`src/rtl/core/sha_pkg.sv`:
```
// Shared types, constants and subregion geometry for the subregion heap allocator.
// No dependencies; imported by sha_search and subregion_heap_allocator.
package sha_pkg;

    localparam int NUM_SUBREGIONS = 40;
    localparam int TABLE_ENTRIES  = 12;
    localparam int SUB_W          = 6;
    localparam int OWN_W          = 4;
    localparam int UNIT_W         = 8;
    localparam int EIDX_W         = (TABLE_ENTRIES > 1) ? $clog2(TABLE_ENTRIES) : 1;
    localparam int IN_TDATA_W     = 56;
    localparam int OUT_TDATA_W    = 64;
    localparam int CFG_AW         = 4;
    localparam int CFG_DW         = 64;

    localparam logic [SUB_W-1:0]          NO_START      = 6'd40;
    localparam logic [SUB_W-1:0]          LAST_SUB      = 6'd39;
    localparam logic [OWN_W-1:0]          EMPTY_OWNER   = 4'd12;
    localparam logic [31:0]               HEAP_BASE_RST = 32'h2000_1000;
    localparam logic [NUM_SUBREGIONS-1:0] LOCKED_RST    = 40'h01_8001_8180;

    typedef enum logic [2:0] {
        ST_OK       = 3'd0,
        ST_NOSPACE  = 3'd1,
        ST_NOTFOUND = 3'd2,
        ST_FAULT    = 3'd3,
        ST_FULL     = 3'd4
    } t_status;

    typedef enum logic [1:0] {
        OP_ALLOC = 2'd0,
        OP_FREE  = 2'd1,
        OP_FIND  = 2'd2,
        OP_RSVD  = 2'd3
    } t_opcode;

    typedef struct packed {
        logic             done;
        logic             found;
        logic [SUB_W-1:0] first;
        logic [SUB_W-1:0] cnt;
    } t_srch_res;

    // size of one subregion in 512-byte units
    function automatic logic [1:0] sub_units(input logic [SUB_W-1:0] s);
        return (s inside {[6'd0:6'd7], [6'd16:6'd31]}) ? 2'd1 : 2'd2;
    endfunction

    // offset of subregion s in 512-byte units, clamped at the heap end
    function automatic logic [6:0] sub_off(input logic [6:0] s);
        logic [6:0] r;
        if (s <= 7'd8) begin
            r = s;
        end else if (s <= 7'd16) begin
            r = {s[5:0], 1'b0} - 7'd8;
        end else if (s <= 7'd32) begin
            r = s + 7'd8;
        end else if (s <= 7'd40) begin
            r = {s[5:0], 1'b0} - 7'd24;
        end else begin
            r = 7'd56;
        end
        return r;
    endfunction

    // subregion whose base lies at byte offset diff, NO_START if none
    function automatic logic [SUB_W-1:0] addr_sub(input logic [31:0] diff);
        logic [22:0]      u;
        logic [SUB_W-1:0] r;
        u = diff[31:9];
        r = NO_START;
        if (diff[8:0] == 9'd0 && u < 23'd56) begin
            if (u < 23'd8) begin
                r = u[5:0];
            end else if (u < 23'd24) begin
                if (!u[0]) r = {1'b0, u[5:1]} + 6'd4;
            end else if (u < 23'd40) begin
                r = u[5:0] - 6'd8;
            end else begin
                if (!u[0]) r = {1'b0, u[5:1]} + 6'd12;
            end
        end
        return r;
    endfunction

endpackage

```
`src/rtl/core/sha_search.sv`:
```
// Run search sequencer: walks the free map one subregion per cycle outside drop
// steps, with one shared add/subtract unit. Depends on sha_pkg.
module sha_search (
    input  logic                               i_clk,
    input  logic                               i_rst_n,
    input  logic                               i_start,
    input  logic [sha_pkg::UNIT_W-1:0]         i_units,
    input  logic [sha_pkg::NUM_SUBREGIONS-1:0] i_free_map,
    input  logic [sha_pkg::NUM_SUBREGIONS-1:0] i_locked_mask,
    output sha_pkg::t_srch_res                 o_res
);
    import sha_pkg::*;

    typedef enum logic [1:0] {
        SR_IDLE,
        SR_ODD,
        SR_PASS,
        SR_DROP
    } t_state;

    t_state            r_state;
    logic [1:0]        r_walk;
    logic [1:0]        r_pass;
    logic [SUB_W-1:0]  r_s;
    logic [SUB_W-1:0]  r_k;
    logic [UNIT_W-1:0] r_sum;
    logic [UNIT_W-1:0] r_units;
    t_srch_res         r_res;

    logic [UNIT_W-1:0] add_b;
    logic [UNIT_W-1:0] nsum;
    logic              k_in;
    logic              k_free;
    logic              k_locked;
    logic [1:0]        k_size;
    logic              pass_ok;
    logic              elig;
    logic              up;
    logic [SUB_W-1:0]  ws;
    logic [SUB_W-1:0]  ws_next;

    function automatic logic [SUB_W-1:0] walk_start(input logic [1:0] w);
        logic [SUB_W-1:0] r;
        case (w)
            2'd0:    r = 6'd7;
            2'd1:    r = 6'd16;
            default: r = 6'd31;
        endcase
        return r;
    endfunction

    always_comb begin
        k_size   = sub_units(r_k);
        k_in     = (r_k < NO_START);
        k_free   = k_in && i_free_map[r_k];
        k_locked = k_in && i_locked_mask[r_k];
        case (r_pass)
            2'd0:    pass_ok = !k_locked && (k_size == 2'd1);
            2'd1:    pass_ok = !k_locked && (k_size == 2'd2);
            2'd2:    pass_ok = !k_locked;
            default: pass_ok = 1'b1;
        endcase
        elig    = k_free && pass_ok;
        up      = (r_walk != 2'd1);
        ws      = walk_start(r_walk);
        ws_next = walk_start(r_walk + 2'd1);
        add_b   = (r_state == SR_DROP) ? (~{6'd0, sub_units(r_s)} + 8'd1) : {6'd0, k_size};
        nsum    = r_sum + add_b;
    end

    always_ff @(posedge i_clk) begin
        if (!i_rst_n) begin
            r_state <= SR_IDLE;
            r_res   <= '0;
        end else begin
            r_res.done <= 1'b0;
            case (r_state)
                SR_IDLE: begin
                    if (i_start) begin
                        r_units <= i_units;
                        r_sum   <= '0;
                        if (i_units[0] && i_units != 8'd1) begin
                            r_state <= SR_ODD;
                            r_walk  <= 2'd0;
                            r_k     <= walk_start(2'd0);
                        end else begin
                            r_state <= SR_PASS;
                            r_pass  <= (i_units == 8'd1) ? 2'd0 :
                                       (i_units == 8'd2) ? 2'd1 : 2'd2;
                            r_s     <= '0;
                            r_k     <= '0;
                        end
                    end
                end
                SR_ODD: begin
                    if (k_free && nsum == r_units) begin
                        r_state     <= SR_IDLE;
                        r_res.done  <= 1'b1;
                        r_res.found <= 1'b1;
                        r_res.first <= up ? ws : r_k;
                        r_res.cnt   <= up ? (r_k - ws + 6'd1) : (ws - r_k + 6'd1);
                    end else if (!k_free || nsum > r_units ||
                                 (up ? (r_k == LAST_SUB) : (r_k == 6'd0))) begin
                        if (r_walk == 2'd2) begin
                            r_state     <= SR_IDLE;
                            r_res.done  <= 1'b1;
                            r_res.found <= 1'b0;
                            r_res.first <= NO_START;
                            r_res.cnt   <= '0;
                        end else begin
                            r_walk <= r_walk + 2'd1;
                            r_k    <= ws_next;
                            r_sum  <= '0;
                        end
                    end else begin
                        r_sum <= nsum;
                        r_k   <= up ? (r_k + 6'd1) : (r_k - 6'd1);
                    end
                end
                SR_PASS: begin
                    if (!elig) begin
                        if (r_k >= LAST_SUB) begin
                            if (r_pass == 2'd3) begin
                                r_state     <= SR_IDLE;
                                r_res.done  <= 1'b1;
                                r_res.found <= 1'b0;
                                r_res.first <= NO_START;
                                r_res.cnt   <= '0;
                            end else begin
                                r_pass <= r_pass + 2'd1;
                                r_s    <= '0;
                                r_k    <= '0;
                                r_sum  <= '0;
                            end
                        end else begin
                            r_s   <= r_k + 6'd1;
                            r_k   <= r_k + 6'd1;
                            r_sum <= '0;
                        end
                    end else if (nsum == r_units) begin
                        r_state     <= SR_IDLE;
                        r_res.done  <= 1'b1;
                        r_res.found <= 1'b1;
                        r_res.first <= r_s;
                        r_res.cnt   <= r_k - r_s + 6'd1;
                    end else if (nsum > r_units) begin
                        r_state <= SR_DROP;
                    end else begin
                        r_sum <= nsum;
                        r_k   <= r_k + 6'd1;
                    end
                end
                SR_DROP: begin
                    r_state <= SR_PASS;
                    if (r_s == r_k) begin
                        r_s   <= r_k + 6'd1;
                        r_k   <= r_k + 6'd1;
                        r_sum <= '0;
                    end else begin
                        r_s   <= r_s + 6'd1;
                        r_sum <= nsum;
                    end
                end
                default: r_state <= SR_IDLE;
            endcase
        end
    end

    assign o_res = r_res;

    a_done_pulse: assert property (@(posedge i_clk) disable iff (!i_rst_n)
        r_res.done |=> !r_res.done)
        else $error("search done held longer than one cycle");

    a_run_in_heap: assert property (@(posedge i_clk) disable iff (!i_rst_n)
        (r_res.done && r_res.found) |->
            ({1'b0, r_res.first} + {1'b0, r_res.cnt}) <= 7'd40 && r_res.cnt != 6'd0)
        else $error("search run leaves the heap");

    a_odd_walk_bounded: assert property (@(posedge i_clk) disable iff (!i_rst_n)
        (r_state == SR_ODD) |-> (r_k < NO_START))
        else $error("odd-size walk left the subregion range");

endmodule

```
`src/rtl/core/subregion_heap_allocator.sv`:
```
// Top level of the subregion heap allocator: stream ports, APB register port,
// owner table and free map. Depends on sha_pkg and sha_search.
//
// Usage: a request enters on s_axis; tuser carries the opcode (allocate, free,
// find). One result per request leaves on m_axis, holding status, base address,
// byte length, first subregion and subregion count.
// Allocate runs the search unit, one subregion step per cycle: up to three
// walks for odd sizes above 512 bytes and up to four passes for other sizes,
// then a scan of the owner table. Free and find scan the table one entry per
// cycle. s_axis_tready is high only while no request is in work. A finished
// result sits in the output register; the next request is taken while it
// waits. If m_axis stalls, the following result holds in its final step until
// the output register empties.
// Reset (synchronous, active low) frees every subregion, empties the table and
// loads the register reset values. The user writes the registers over APB only
// while idle; the block itself does not enforce this.
module subregion_heap_allocator (
    input  logic                             i_clk,
    input  logic                             i_rst_n,
    input  logic                             s_axis_tvalid,
    output logic                             s_axis_tready,
    // [15:0] req_bytes, [19:16] task_id, [51:20] address, [55:52] zero
    input  logic [sha_pkg::IN_TDATA_W-1:0]   s_axis_tdata,
    // [1:0] opcode
    input  logic [1:0]                       s_axis_tuser,
    output logic                             m_axis_tvalid,
    input  logic                             m_axis_tready,
    // [2:0] status, [34:3] base_address, [49:35] byte_length,
    // [55:50] first_subregion, [61:56] subregion_count, [63:62] zero
    output logic [sha_pkg::OUT_TDATA_W-1:0]  m_axis_tdata,
    input  logic                             psel,
    input  logic                             penable,
    input  logic                             pwrite,
    input  logic [sha_pkg::CFG_AW-1:0]       paddr,
    input  logic [sha_pkg::CFG_DW-1:0]       pwdata,
    output logic [sha_pkg::CFG_DW-1:0]       prdata,
    output logic                             pready
);
    import sha_pkg::*;

    localparam logic REG_HEAP_BASE = 1'b0;
    localparam logic REG_LOCKED    = 1'b1;

    typedef enum logic [2:0] {
        T_IDLE,
        T_SRCH,
        T_ALLOC_SCAN,
        T_FREE_SCAN,
        T_FIND_SCAN,
        T_RESULT
    } t_state;

    t_state                    r_state;
    logic [31:0]               r_heap_base;
    logic [NUM_SUBREGIONS-1:0] r_locked;
    logic [NUM_SUBREGIONS-1:0] r_free_map;
    logic [SUB_W-1:0]          r_ent_start [TABLE_ENTRIES];
    logic [SUB_W-1:0]          r_ent_count [TABLE_ENTRIES];
    logic [OWN_W-1:0]          r_ent_owner [TABLE_ENTRIES];
    logic [EIDX_W-1:0]         r_eidx;
    logic [OWN_W-1:0]          r_task;
    logic [SUB_W-1:0]          r_fsub;
    logic [UNIT_W-1:0]         r_units;
    logic                      r_srch_start;
    t_status                   r_status;
    logic [SUB_W-1:0]          r_first;
    logic [SUB_W-1:0]          r_cnt;
    logic                      r_mvalid;
    logic [OUT_TDATA_W-1:0]    r_mdata;

    t_srch_res                 srch_res;
    logic                      in_xfer;
    t_opcode                   in_op;
    logic [15:0]               in_req;
    logic [OWN_W-1:0]          in_task;
    logic [31:0]               in_addr;
    logic [16:0]               in_round;
    logic [SUB_W-1:0]          in_fsub;
    logic [SUB_W-1:0]          cur_start;
    logic [SUB_W-1:0]          cur_count;
    logic [OWN_W-1:0]          cur_owner;
    logic                      eidx_last;
    logic [NUM_SUBREGIONS-1:0] clr_mask;
    logic [6:0]                off_first;
    logic [6:0]                off_end;
    logic [6:0]                len_units;
    logic [31:0]               res_base;
    logic [14:0]               res_len;
    logic                      out_free;
    logic                      cfg_wr;

    function automatic logic [NUM_SUBREGIONS-1:0] run_mask(input logic [SUB_W-1:0] first,
                                                           input logic [SUB_W-1:0] cnt);
        logic [NUM_SUBREGIONS-1:0] m;
        logic [6:0]                hi;
        hi = {1'b0, first} + {1'b0, cnt};
        for (int i = 0; i < NUM_SUBREGIONS; i++) begin
            m[i] = (7'(i) >= {1'b0, first}) && (7'(i) < hi);
        end
        return m;
    endfunction

    sha_search u_search (
        .i_clk         (i_clk),
        .i_rst_n       (i_rst_n),
        .i_start       (r_srch_start),
        .i_units       (r_units),
        .i_free_map    (r_free_map),
        .i_locked_mask (r_locked),
        .o_res         (srch_res)
    );

    always_comb begin
        in_xfer   = s_axis_tvalid && s_axis_tready;
        in_op     = t_opcode'(s_axis_tuser);
        in_req    = s_axis_tdata[15:0];
        in_task   = s_axis_tdata[19:16];
        in_addr   = s_axis_tdata[51:20];
        in_round  = {1'b0, in_req} + 17'd511;
        in_fsub   = addr_sub(in_addr - r_heap_base);
        cur_start = r_ent_start[r_eidx];
        cur_count = r_ent_count[r_eidx];
        cur_owner = r_ent_owner[r_eidx];
        eidx_last = (r_eidx == EIDX_W'(TABLE_ENTRIES - 1));
        clr_mask  = (r_state == T_FREE_SCAN) ? run_mask(cur_start, cur_count)
                                             : run_mask(r_first, r_cnt);
        off_first = sub_off({1'b0, r_first});
        off_end   = sub_off({1'b0, r_first} + {1'b0, r_cnt});
        len_units = off_end - off_first;
        res_base  = r_heap_base + {16'd0, off_first, 9'd0};
        res_len   = {len_units[5:0], 9'd0};
        out_free  = !r_mvalid || m_axis_tready;
        cfg_wr    = psel && penable && pwrite;
    end

    always_ff @(posedge i_clk) begin
        if (!i_rst_n) begin
            r_heap_base <= HEAP_BASE_RST;
            r_locked    <= LOCKED_RST;
        end else if (cfg_wr) begin
            case (paddr[3])
                REG_HEAP_BASE: r_heap_base <= pwdata[31:0];
                REG_LOCKED:    r_locked    <= pwdata[NUM_SUBREGIONS-1:0];
                default:       r_heap_base <= r_heap_base;
            endcase
        end
    end

    always_comb begin
        case (paddr[3])
            REG_HEAP_BASE: prdata = {32'd0, r_heap_base};
            REG_LOCKED:    prdata = {24'd0, r_locked};
            default:       prdata = '0;
        endcase
    end

    always_ff @(posedge i_clk) begin
        if (!i_rst_n) begin
            r_state      <= T_IDLE;
            r_srch_start <= 1'b0;
            r_mvalid     <= 1'b0;
            r_free_map   <= '1;
            for (int e = 0; e < TABLE_ENTRIES; e++) begin
                r_ent_start[e] <= NO_START;
                r_ent_count[e] <= '0;
                r_ent_owner[e] <= EMPTY_OWNER;
            end
        end else begin
            r_srch_start <= 1'b0;
            if (r_mvalid && m_axis_tready) r_mvalid <= 1'b0;
            case (r_state)
                T_IDLE: begin
                    if (in_xfer) begin
                        r_task <= in_task;
                        r_eidx <= '0;
                        case (in_op)
                            OP_ALLOC: begin
                                r_units <= in_round[16:9];
                                if (in_req == 16'd0 || in_task >= EMPTY_OWNER) begin
                                    r_status <= ST_NOSPACE;
                                    r_state  <= T_RESULT;
                                end else begin
                                    r_srch_start <= 1'b1;
                                    r_state      <= T_SRCH;
                                end
                            end
                            OP_FREE: begin
                                r_fsub <= in_fsub;
                                if (in_fsub == NO_START) begin
                                    r_status <= ST_NOTFOUND;
                                    r_state  <= T_RESULT;
                                end else begin
                                    r_state <= T_FREE_SCAN;
                                end
                            end
                            OP_FIND: begin
                                if (in_task >= EMPTY_OWNER) begin
                                    r_status <= ST_NOTFOUND;
                                    r_state  <= T_RESULT;
                                end else begin
                                    r_state <= T_FIND_SCAN;
                                end
                            end
                            default: begin
                                r_status <= ST_NOSPACE;
                                r_state  <= T_RESULT;
                            end
                        endcase
                    end
                end
                T_SRCH: begin
                    if (srch_res.done) begin
                        r_first <= srch_res.first;
                        r_cnt   <= srch_res.cnt;
                        if (srch_res.found) begin
                            r_state <= T_ALLOC_SCAN;
                        end else begin
                            r_status <= ST_NOSPACE;
                            r_state  <= T_RESULT;
                        end
                    end
                end
                T_ALLOC_SCAN: begin
                    if (cur_owner == EMPTY_OWNER) begin
                        r_ent_start[r_eidx] <= r_first;
                        r_ent_count[r_eidx] <= r_cnt;
                        r_ent_owner[r_eidx] <= r_task;
                        r_free_map          <= r_free_map & ~clr_mask;
                        r_status            <= ST_OK;
                        r_state             <= T_RESULT;
                    end else if (eidx_last) begin
                        r_status <= ST_FULL;
                        r_state  <= T_RESULT;
                    end else begin
                        r_eidx <= r_eidx + 1'b1;
                    end
                end
                T_FREE_SCAN: begin
                    if (cur_owner != EMPTY_OWNER && cur_start == r_fsub) begin
                        r_state <= T_RESULT;
                        if (cur_owner != r_task) begin
                            r_status <= ST_FAULT;
                        end else begin
                            r_status            <= ST_OK;
                            r_first             <= cur_start;
                            r_cnt               <= cur_count;
                            r_free_map          <= r_free_map | clr_mask;
                            r_ent_start[r_eidx] <= NO_START;
                            r_ent_count[r_eidx] <= '0;
                            r_ent_owner[r_eidx] <= EMPTY_OWNER;
                        end
                    end else if (eidx_last) begin
                        r_status <= ST_NOTFOUND;
                        r_state  <= T_RESULT;
                    end else begin
                        r_eidx <= r_eidx + 1'b1;
                    end
                end
                T_FIND_SCAN: begin
                    if (cur_owner == r_task) begin
                        r_status <= ST_OK;
                        r_first  <= cur_start;
                        r_cnt    <= cur_count;
                        r_state  <= T_RESULT;
                    end else if (eidx_last) begin
                        r_status <= ST_NOTFOUND;
                        r_state  <= T_RESULT;
                    end else begin
                        r_eidx <= r_eidx + 1'b1;
                    end
                end
                T_RESULT: begin
                    if (out_free) begin
                        r_mvalid <= 1'b1;
                        r_state  <= T_IDLE;
                        if (r_status == ST_OK) begin
                            r_mdata <= {2'd0, r_cnt, r_first, res_len, res_base, r_status};
                        end else begin
                            r_mdata <= {2'd0, 6'd0, NO_START, 15'd0, 32'd0, r_status};
                        end
                    end
                end
                default: r_state <= T_IDLE;
            endcase
        end
    end

    assign s_axis_tready = (r_state == T_IDLE);
    assign m_axis_tvalid = r_mvalid;
    assign m_axis_tdata  = r_mdata;
    assign pready        = 1'b1;

    a_srch_done_waited: assert property (@(posedge i_clk) disable iff (!i_rst_n)
        srch_res.done |-> (r_state == T_SRCH))
        else $error("search finished while no allocation waits for it");

    a_result_from_final_step: assert property (@(posedge i_clk) disable iff (!i_rst_n)
        $rose(r_mvalid) |-> ($past(r_state) == T_RESULT))
        else $error("result loaded outside the result step");

    a_alloc_claims_run: assert property (@(posedge i_clk) disable iff (!i_rst_n)
        (r_state == T_ALLOC_SCAN && cur_owner == EMPTY_OWNER)
            |=> ((r_free_map & $past(clr_mask)) == '0))
        else $error("allocated run still marked free");

endmodule

```
`config.mk`:
```
export PLATFORM = sky130hd
export DESIGN_NAME = subregion_heap_allocator
export DESIGN_NICKNAME = d
export VERILOG_FILES = /design/src/rtl/core/sha_pkg.sv /design/src/rtl/core/sha_search.sv /design/src/rtl/core/subregion_heap_allocator.sv
export SDC_FILE = /design/constraint.sdc
export NUM_CORES = 1
export LEC_CHECK = 0
export BUFFER_PORTS_ARGS = -buffer_cell sky130_fd_sc_hd__buf_2
export CORE_MARGIN = 4
export CORE_UTILIZATION = 60
export CTS_CLUSTER_DIAMETER = 30
export CTS_CLUSTER_SIZE = 14
export DETAILED_ROUTE_END_ITERATION = 10
export PLACE_DENSITY = 0.8
export SLEW_MARGIN = 20
export SYNTH_ARGS = -nofsm -noshare
export SYNTH_HDL_FRONTEND = slang
export SYNTH_SLANG_ARGS = --single-unit
```
`constraint.sdc`:
```
create_clock -name i_clk -period 5.96 [get_ports i_clk]
set_input_delay 0.298 -clock i_clk [delete_from_list [all_inputs] [get_ports i_clk]]
set_output_delay 0.298 -clock i_clk [all_outputs]
set_load 0.03 [all_outputs]
```
After elaboration in Yosys (flattened, before gate mapping) --
Memories as Yosys holds them, arrays and structs flattened. A register that Yosys moved wholly into a read port is not among the register bits. Index checks and enable logic that the tools add are counted.
Word-level totals: register bits 266, latch bits 0, bits in writable memories 192, ROM bits 0, input bits 133, output and inout port bits 131, memories kept 3
Cells by class: add/subtract/negate cells 29, multipliers 0, divide/modulo/power cells 0, order comparisons 185, equal/unequal tests 68, shifts and indexed selects 0, mux-type cells 167, bitwise gates (word level) 8, reductions and logical operators 146
Memory list:
- r_ent_count | depth 12, width 6, read ports 1, clocked after Yosys merged registers in 1, wr ports 12, RTL line subregion_heap_allocator.sv:58 | logic [SUB_W-1:0] r_ent_count [TABLE_ENTRIES];
- r_ent_start | depth 12, width 6, read ports 1, clocked after Yosys merged registers in 1, wr ports 12, RTL line subregion_heap_allocator.sv:57 | logic [SUB_W-1:0] r_ent_start [TABLE_ENTRIES];
- r_ent_owner | depth 12, width 4, read ports 1, clocked after Yosys merged registers in 1, wr ports 12, RTL line subregion_heap_allocator.sv:59 | logic [OWN_W-1:0] r_ent_owner [TABLE_ENTRIES];
Operators with widths (count):
- $mux W6 | 39
- $lt A5 B7 Y1 const A | 32
- $ge A5 B6 Y1 const A | 32
- $mux W40 | 4
- $pmux W64 S2 | 1
- $lt A4 B7 Y1 const A | 16
- $lt A6 B7 Y1 const A | 16
- $mux W14 | 7
- $logic_and A1 B1 Y1 | 97
- $ge A4 B6 Y1 const A | 16
- $ge A6 B6 Y1 const A | 16
- $mux W8 | 11
- $pmux W40 S2 | 1
- $mux W3 | 22
- $lt A3 B7 Y1 const A | 8
- $pmux W6 S3 | 3
- $mux W4 | 13
- $mux W2 | 25
- $ge A3 B6 Y1 const A | 8
- $lt A23 B6 Y1 const B | 2
- $and A40 B40 Y40 | 1
- $not A40 Y40 | 1
- $or A40 B40 Y40 | 1
- $add A32 B16 Y32 | 1
- 97 further kinds | 230

Depth between registers and ports, before layout --
depth in word-level cells 14, gate-level depth with buffers 23, mapped depth without buffers 21

Cells and area by module --
From an unflattened synthesis, not the netlist that was laid out.
Unflattened totals: cell total of the unflattened synthesis 3090, area total of the unflattened synthesis 31311.3 um^2
Modules (own cells, without submodules):
- subregion_heap_allocator | times used 1, cells an instance 2555, area an instance 26187.6 um^2, sequential area each 12812.3 um^2
- sha_search | times used 1, cells an instance 535, area an instance 5123.7 um^2, sequential area each 1281.2 um^2

Worst setup path after synthesis --
No wires, ideal clock.
kind register to register, start point register u_search.r_state[0], end point register u_search.r_k[0] (enable), library setup time 0.321 ns, data arrival time 4.980 ns, data required time 5.639 ns, slack 0.659 ns, stages on the path, launching flop included 21, period minus slack after synthesis 5.301 ns, cells stage by stage dfxtp_1 -> ha_1 -> clkbuf_1 -> nor3_1 -> inv_1 -> ha_1 -> a21o_1 -> a21oi_1 -> o21bai_1 -> a21oi_1 -> o21bai_1 -> a21oi_1 -> xnor2_1 -> ha_1 -> a21oi_1 -> o41ai_1 -> o41a_1 -> or2_1 -> a22o_1 -> a211oi_1 -> and2_1
Between the ends: cells in the longest elaborated chain, start to end 8
RTL lines:
- from (decl) | RTL line sha_search.sv:21 | t_state r_state;
- from (signal assigned) | RTL line sha_search.sv:73 | r_state <= SR_IDLE;
- from (signal assigned) | RTL line sha_search.sv:83 | r_state <= SR_ODD;
- from (signal assigned) | RTL line sha_search.sv:87 | r_state <= SR_PASS;
- $eq A2 B2 Y1 | RTL line sha_search.sv:67, sha_search.sv:77
- $mux W8 | RTL line sha_search.sv:67 | add_b = (r_state == SR_DROP) ? (~{6'd0, sub_units(r_s)} + 8'd1) : {6'd0, k_size};
- $add A8 B8 Y8 | RTL line sha_search.sv:68 | nsum = r_sum + add_b;
- $gt A8 B8 Y1 | RTL line sha_search.sv:102, sha_search.sv:146
- $logic_or A1 B1 Y1 (2 in series) | RTL line sha_search.sv:102 | end else if (!k_free || nsum > r_units ||
- $ne A3 B3 Y1 (no source line)
- $reduce_and A8 Y1 (no source line) *
- to (signal assigned) | RTL line sha_search.sv:112 | r_k <= ws_next;
- to (signal assigned) | RTL line sha_search.sv:117 | r_k <= up ? (r_k + 6'd1) : (r_k - 6'd1);
- to (signal assigned) | RTL line sha_search.sv:137 | r_k <= r_k + 6'd1;
- to (decl) | RTL line sha_search.sv:25 | logic [SUB_W-1:0] r_k;
Every way passes the cells marked *; elsewhere a longest branch is shown, timed or not. A chain may end at the register's enable or synchronous reset.

Worst setup path after layout --
start point register r_cnt[0], end point register r_mdata[49] (netlist: m_axis_tdata[49]), data pin
Between the ends: cells in the longest elaborated chain, start to end 7
RTL lines:
- from (decl) | RTL line subregion_heap_allocator.sv:67 | logic [SUB_W-1:0] r_cnt;
- from (signal assigned) | RTL line subregion_heap_allocator.sv:214 | r_cnt <= srch_res.cnt;
- from (signal assigned) | RTL line subregion_heap_allocator.sv:246 | r_cnt <= cur_count;
- from (signal assigned) | RTL line subregion_heap_allocator.sv:263 | r_cnt <= cur_count;
- $add A6 B6 Y7 * | RTL line subregion_heap_allocator.sv:128 | off_end = sub_off({1'b0, r_first} + {1'b0, r_cnt});
- $sub A6 B5 Y6 or $le A7 B6 Y1 (tied branches) | RTL line sha_pkg.sv:59, sha_pkg.sv:58
- $mux W6 | RTL line sha_pkg.sv:58 | end else if (s <= 7'd40) begin
- $mux W6 | RTL line sha_pkg.sv:56 | end else if (s <= 7'd32) begin
- $mux W6 | RTL line sha_pkg.sv:54 | end else if (s <= 7'd16) begin
- $mux W6 * | RTL line sha_pkg.sv:52 | if (s <= 7'd8) begin
- $sub A6 B6 Y6 * | RTL line subregion_heap_allocator.sv:129 | len_units = off_end - off_first;
- to (signal assigned) | RTL line subregion_heap_allocator.sv:277 | r_mdata <= {2'd0, r_cnt, r_first, res_len, res_base, r_status};
- to (signal assigned) | RTL line subregion_heap_allocator.sv:279 | r_mdata <= {2'd0, 6'd0, NO_START, 15'd0, 32'd0, r_status};
- to (decl) | RTL line subregion_heap_allocator.sv:69 | logic [OUT_TDATA_W-1:0] r_mdata;
Marks and branches as above.

==> flow_metrics.tcl <==
set metrics [dict create \
    r2r_slack_ns 0.52 \
    synthesis.yosys.warnings 0 \
    worstReg2RegEnd "m_axis_tdata[49]" \
    final.hold.worst_slack_ns 0.0327 \
    whs_path_depth 2 \
    initial_core_util 0.612 \
    avgSynthCellArea_sq_um 9.95 \
    critical_path_arrival_ns 5.80 \
    top_level_ports 264 \
    synth_async_sr_flop_share 0 \
    grt_antenna_before_repair 2 \
    critical_path.startpoint_type "flip-flop" \
    final_net_count 3646 \
    yosysTopAreaCellShare 0.367 \
    final-instance-count-excl-fill 4115 \
    tightest_slew_margin_relative_to_the_limit 0.263 \
    critical_path.cell_chain "ha_1 -> fa_1 -> a21o_1 -> a21oi_1 -> xnor2_1 -> inv_1 -> ha_1 -> inv_1 -> a211oi_1 -> nand3_1 -> o21ai_0 -> o21a_1 -> nor2_1 -> a22o_1 -> ha_1 -> a21o_1 -> a21o_1 -> a21o_1 -> a21oi_1 -> xor3_1 -> nor2_1" \
    leakage_nw 13.8 \
    hpwlAfterDp_mm 70.8 \
    synth.lib_cells_used.distinct 104 \
    rsz_0062_raised_after_global_routing "no" \
    rr_startpoint "r_cnt[0]" \
    syn2layout_area_growth_pct 18.3 \
    fin_setup_tns_ns 0 \
    final-hold-violation-count 0 \
    crit_fanout 8 \
    worstPathBufferInverterCount 2 \
    grt_usage 0.352 \
    cts-htree-levels 3 \
    wl_per_cell_microns 24.6 \
    r2r_cells 21 \
    port_buffers 196 \
    synth_enable_flop_cells 378 \
    synth_area_sq_mm 0.0309 \
    drt-total-wl_mm 101 \
    cts-root-to-sink-buffers 3 \
    worstHoldEndpoint "r_units[4]" \
    vias_per_cell 6.52 \
    number_of_remaining_drc_errors 0 \
    period_share 0.914 \
    post_route_cell_area_sq_mm 0.0366 \
    dr_total_vias 26846 \
    power.density_cell_area_mw_per_mm2 415 \
    ir_worst_vdd_mv 0.444 \
    placedCellCount 3880 \
    initialDrtViolationCount 3482 \
    fp.coreArea_sq_mm 0.0505 \
    clock_slew_seen_by_the_registers_of_the_worst_setup_and_hold_paths_ns 0.05 \
    post_synth_main_area_contributors "sky130_fd_sc_hd__edfxtp_1 37%, sky130_fd_sc_hd__dfxtp_1 8.9%, sky130_fd_sc_hd__ha_1 6.0%" \
    cp_class "reg2reg" \
    timing_worst_slew_pin_value_ns 1.10 \
    synth_ff_type "sky130_fd_sc_hd__edfxtp_1" \
    fp.dieArea_sq_mm 0.0552 \
    global_route_wire_length_before_repair_mm 153 \
    layout.core_utilization 0.724 \
    cts_tree "done" \
    postSynthCellCount 3106 \
    worstHoldStart "s_axis_tdata[13]" \
    clock-skew-final_ns 0.0521 \
    nFillCells 3492 \
    max_cap_viol_count 0 \
    numCtsBuffers 99 \
    overflow 0 \
    result_of_the_run "completed" \
    yosys_register_bits 515 \
    slew_viol_final 0 \
    slowest_stage "sky130_fd_sc_hd__edfxtp_1" \
    die_height_microns 235 \
    worst_skew_pair.late_latency_ns 0.68 \
    cts_root_buf "sky130_fd_sc_hd__clkbuf_16" \
    timing.critical_path.to_type "flip-flop" \
    path_delay_family "compound AO/OA/AOI/OAI gates" \
    synth_largest_area_cell "sky130_fd_sc_hd__edfxtp_1" \
    clkSinkCount 515 \
    gp_routability_congestion 1.03 \
    setup-violations-final 0 \
    fraction_of_layout_instances_using_a_drive_strength_above_1 0.180 \
    detail_route.first_pass.iterations 9 \
    std_cell_rows 82 \
    grt_max_degree 74 \
    seq_area_frac_synth 0.456 \
    timing.critical_path.required_ns 6.31 \
    drtAntennaViolNets 0 \
    finalWorstPathRequiredPeriod_ns 5.44 \
    cp_common_cell "sky130_fd_sc_hd__a21o_1" \
    hold_class "in2reg" \
    vias_in_the_first_global_route 26291 \
    longest_individual_stage_delay_on_the_worst_path_ns 0.50 \
    floorplan.die.width_microns 235 \
    place_area_sq_mm 0.0325 \
    insertedDiodeCount 0 \
    post_synth_most_frequent_cells "430 x sky130_fd_sc_hd__nand2_1, 378 x sky130_fd_sc_hd__edfxtp_1, 310 x sky130_fd_sc_hd__nor2_1" \
    clock.fmax_ghz 0.184 \
    synthMostInstantiatedCell "sky130_fd_sc_hd__nand2_1" \
]
state kept, by name, summed over array words and instances, names as in the netlist, 4 cells and up, named ones only:
register / flops
r_first: 6
r_ent_count: 96
r_fsub: 6
u_search.r_s: 6
r_ent_owner: 64
r_ent_start: 96
u_search.r_sum: 8
r_units: 8
r_task: 4
m_axis_tdata: 53
u_search.r_k: 6
r_heap_base: 32
r_locked: 40
u_search.r_units: 8
u_search.o_res: 14
r_eidx: 4
r_cnt: 6
cell usage in the layout (no fill, tap or decap), types with 32 or more instances in the layout:
cell / n
sky130_fd_sc_hd__mux4_2: 78
sky130_fd_sc_hd__ha_1: 149
sky130_fd_sc_hd__nor3_1: 41
sky130_fd_sc_hd__buf_2: 195
sky130_fd_sc_hd__conb_1: 36
sky130_fd_sc_hd__dlygate4sd3_1: 48
sky130_fd_sc_hd__mux2_2: 32
sky130_fd_sc_hd__clkbuf_16: 102
sky130_fd_sc_hd__mux2i_1: 52
sky130_fd_sc_hd__xnor2_1: 72
sky130_fd_sc_hd__inv_1: 142
sky130_fd_sc_hd__a21oi_1: 206
sky130_fd_sc_hd__and2_1: 85
sky130_fd_sc_hd__nor2_1: 308
sky130_fd_sc_hd__buf_4: 81
sky130_fd_sc_hd__nand2_1: 430
sky130_fd_sc_hd__edfxtp_1: 378
sky130_fd_sc_hd__dfxtp_1: 135
sky130_fd_sc_hd__a21o_1: 32
sky130_fd_sc_hd__o21ai_0: 134
sky130_fd_sc_hd__nand3_1: 70
power breakdown:
| part | total (mW) | switching, mW | leakage [nW] | internal, mW |
|---|---|---|---|---|
| Clock | 5.82 | 2.08 | 1.70 | 3.74 |
| Combinational | 5.02 | 3.18 | 7.47 | 1.85 |
| Sequential | 4.34 | 0.288 | 4.64 | 4.05 |
metal layers:
| metal | wire [microns] | vias up | global-route usage |
|---|---|---|---|
| li1 | - | 11756 | - |
| met1 | 38900 | 12922 | 0.483 |
| met2 | 46000 | 1828 | 0.548 |
| met3 | 11900 | 338 | 0.0804 |
| met4 | 4220 | 2 | 0.139 |
| met5 | 13 | - | 0 |
through the flow:
stage                     power [mW]  setup WS [ns]
final                           15.2          0.515
after global routing            15.7          0.279
after CTS                       15.0          0.589
after detailed placement        9.19          0.612
after global placement          9.07          0.701
after floorplan                 7.81          0.659
final cells by class:
class,count,area (sq um),area share
clock buffers,107,2600,0.0712
clock inverters,80,953,0.0261
well taps,672,841,0.0230
repair buffers,328,2140,0.0587
flip-flops and latches,515,14100,0.386
multi-input cells,2263,15400,0.420
inverters,150,563,0.0154
how the worst max path moves through the flow:
stage                        startpoint               end  depth (start not counted)
floorplan           u_search.r_state[0]   u_search.r_k[0]                         20
global placement               r_cnt[0]  m_axis_tdata[49]                         21
detailed placement             r_cnt[0]  m_axis_tdata[49]                         21
CTS                            r_cnt[0]  m_axis_tdata[49]                         21
global route                   r_cnt[0]  m_axis_tdata[49]                         21
finish                         r_cnt[0]  m_axis_tdata[49]                         21
kinds of logic after synthesis:
kind of cell / synth area share
fa+ha+maj: 0.0649
other cells: 0.000243
compound gates: 0.146
xor+xnor: 0.0300
mux: 0.0861
flops: 0.456
buf+inv: 0.0514
simple gates: 0.166
repair_timing:
| action | CTS | global route |
|---|---|---|
| resized for setup | 0 | 0 |
| hold endpoints to repair | 81 | 0 |
| hold buffers | 48 | 0 |
| buffers inserted | 0 | 0 |
Note: power is estimated with default switching activity, not from simulation.
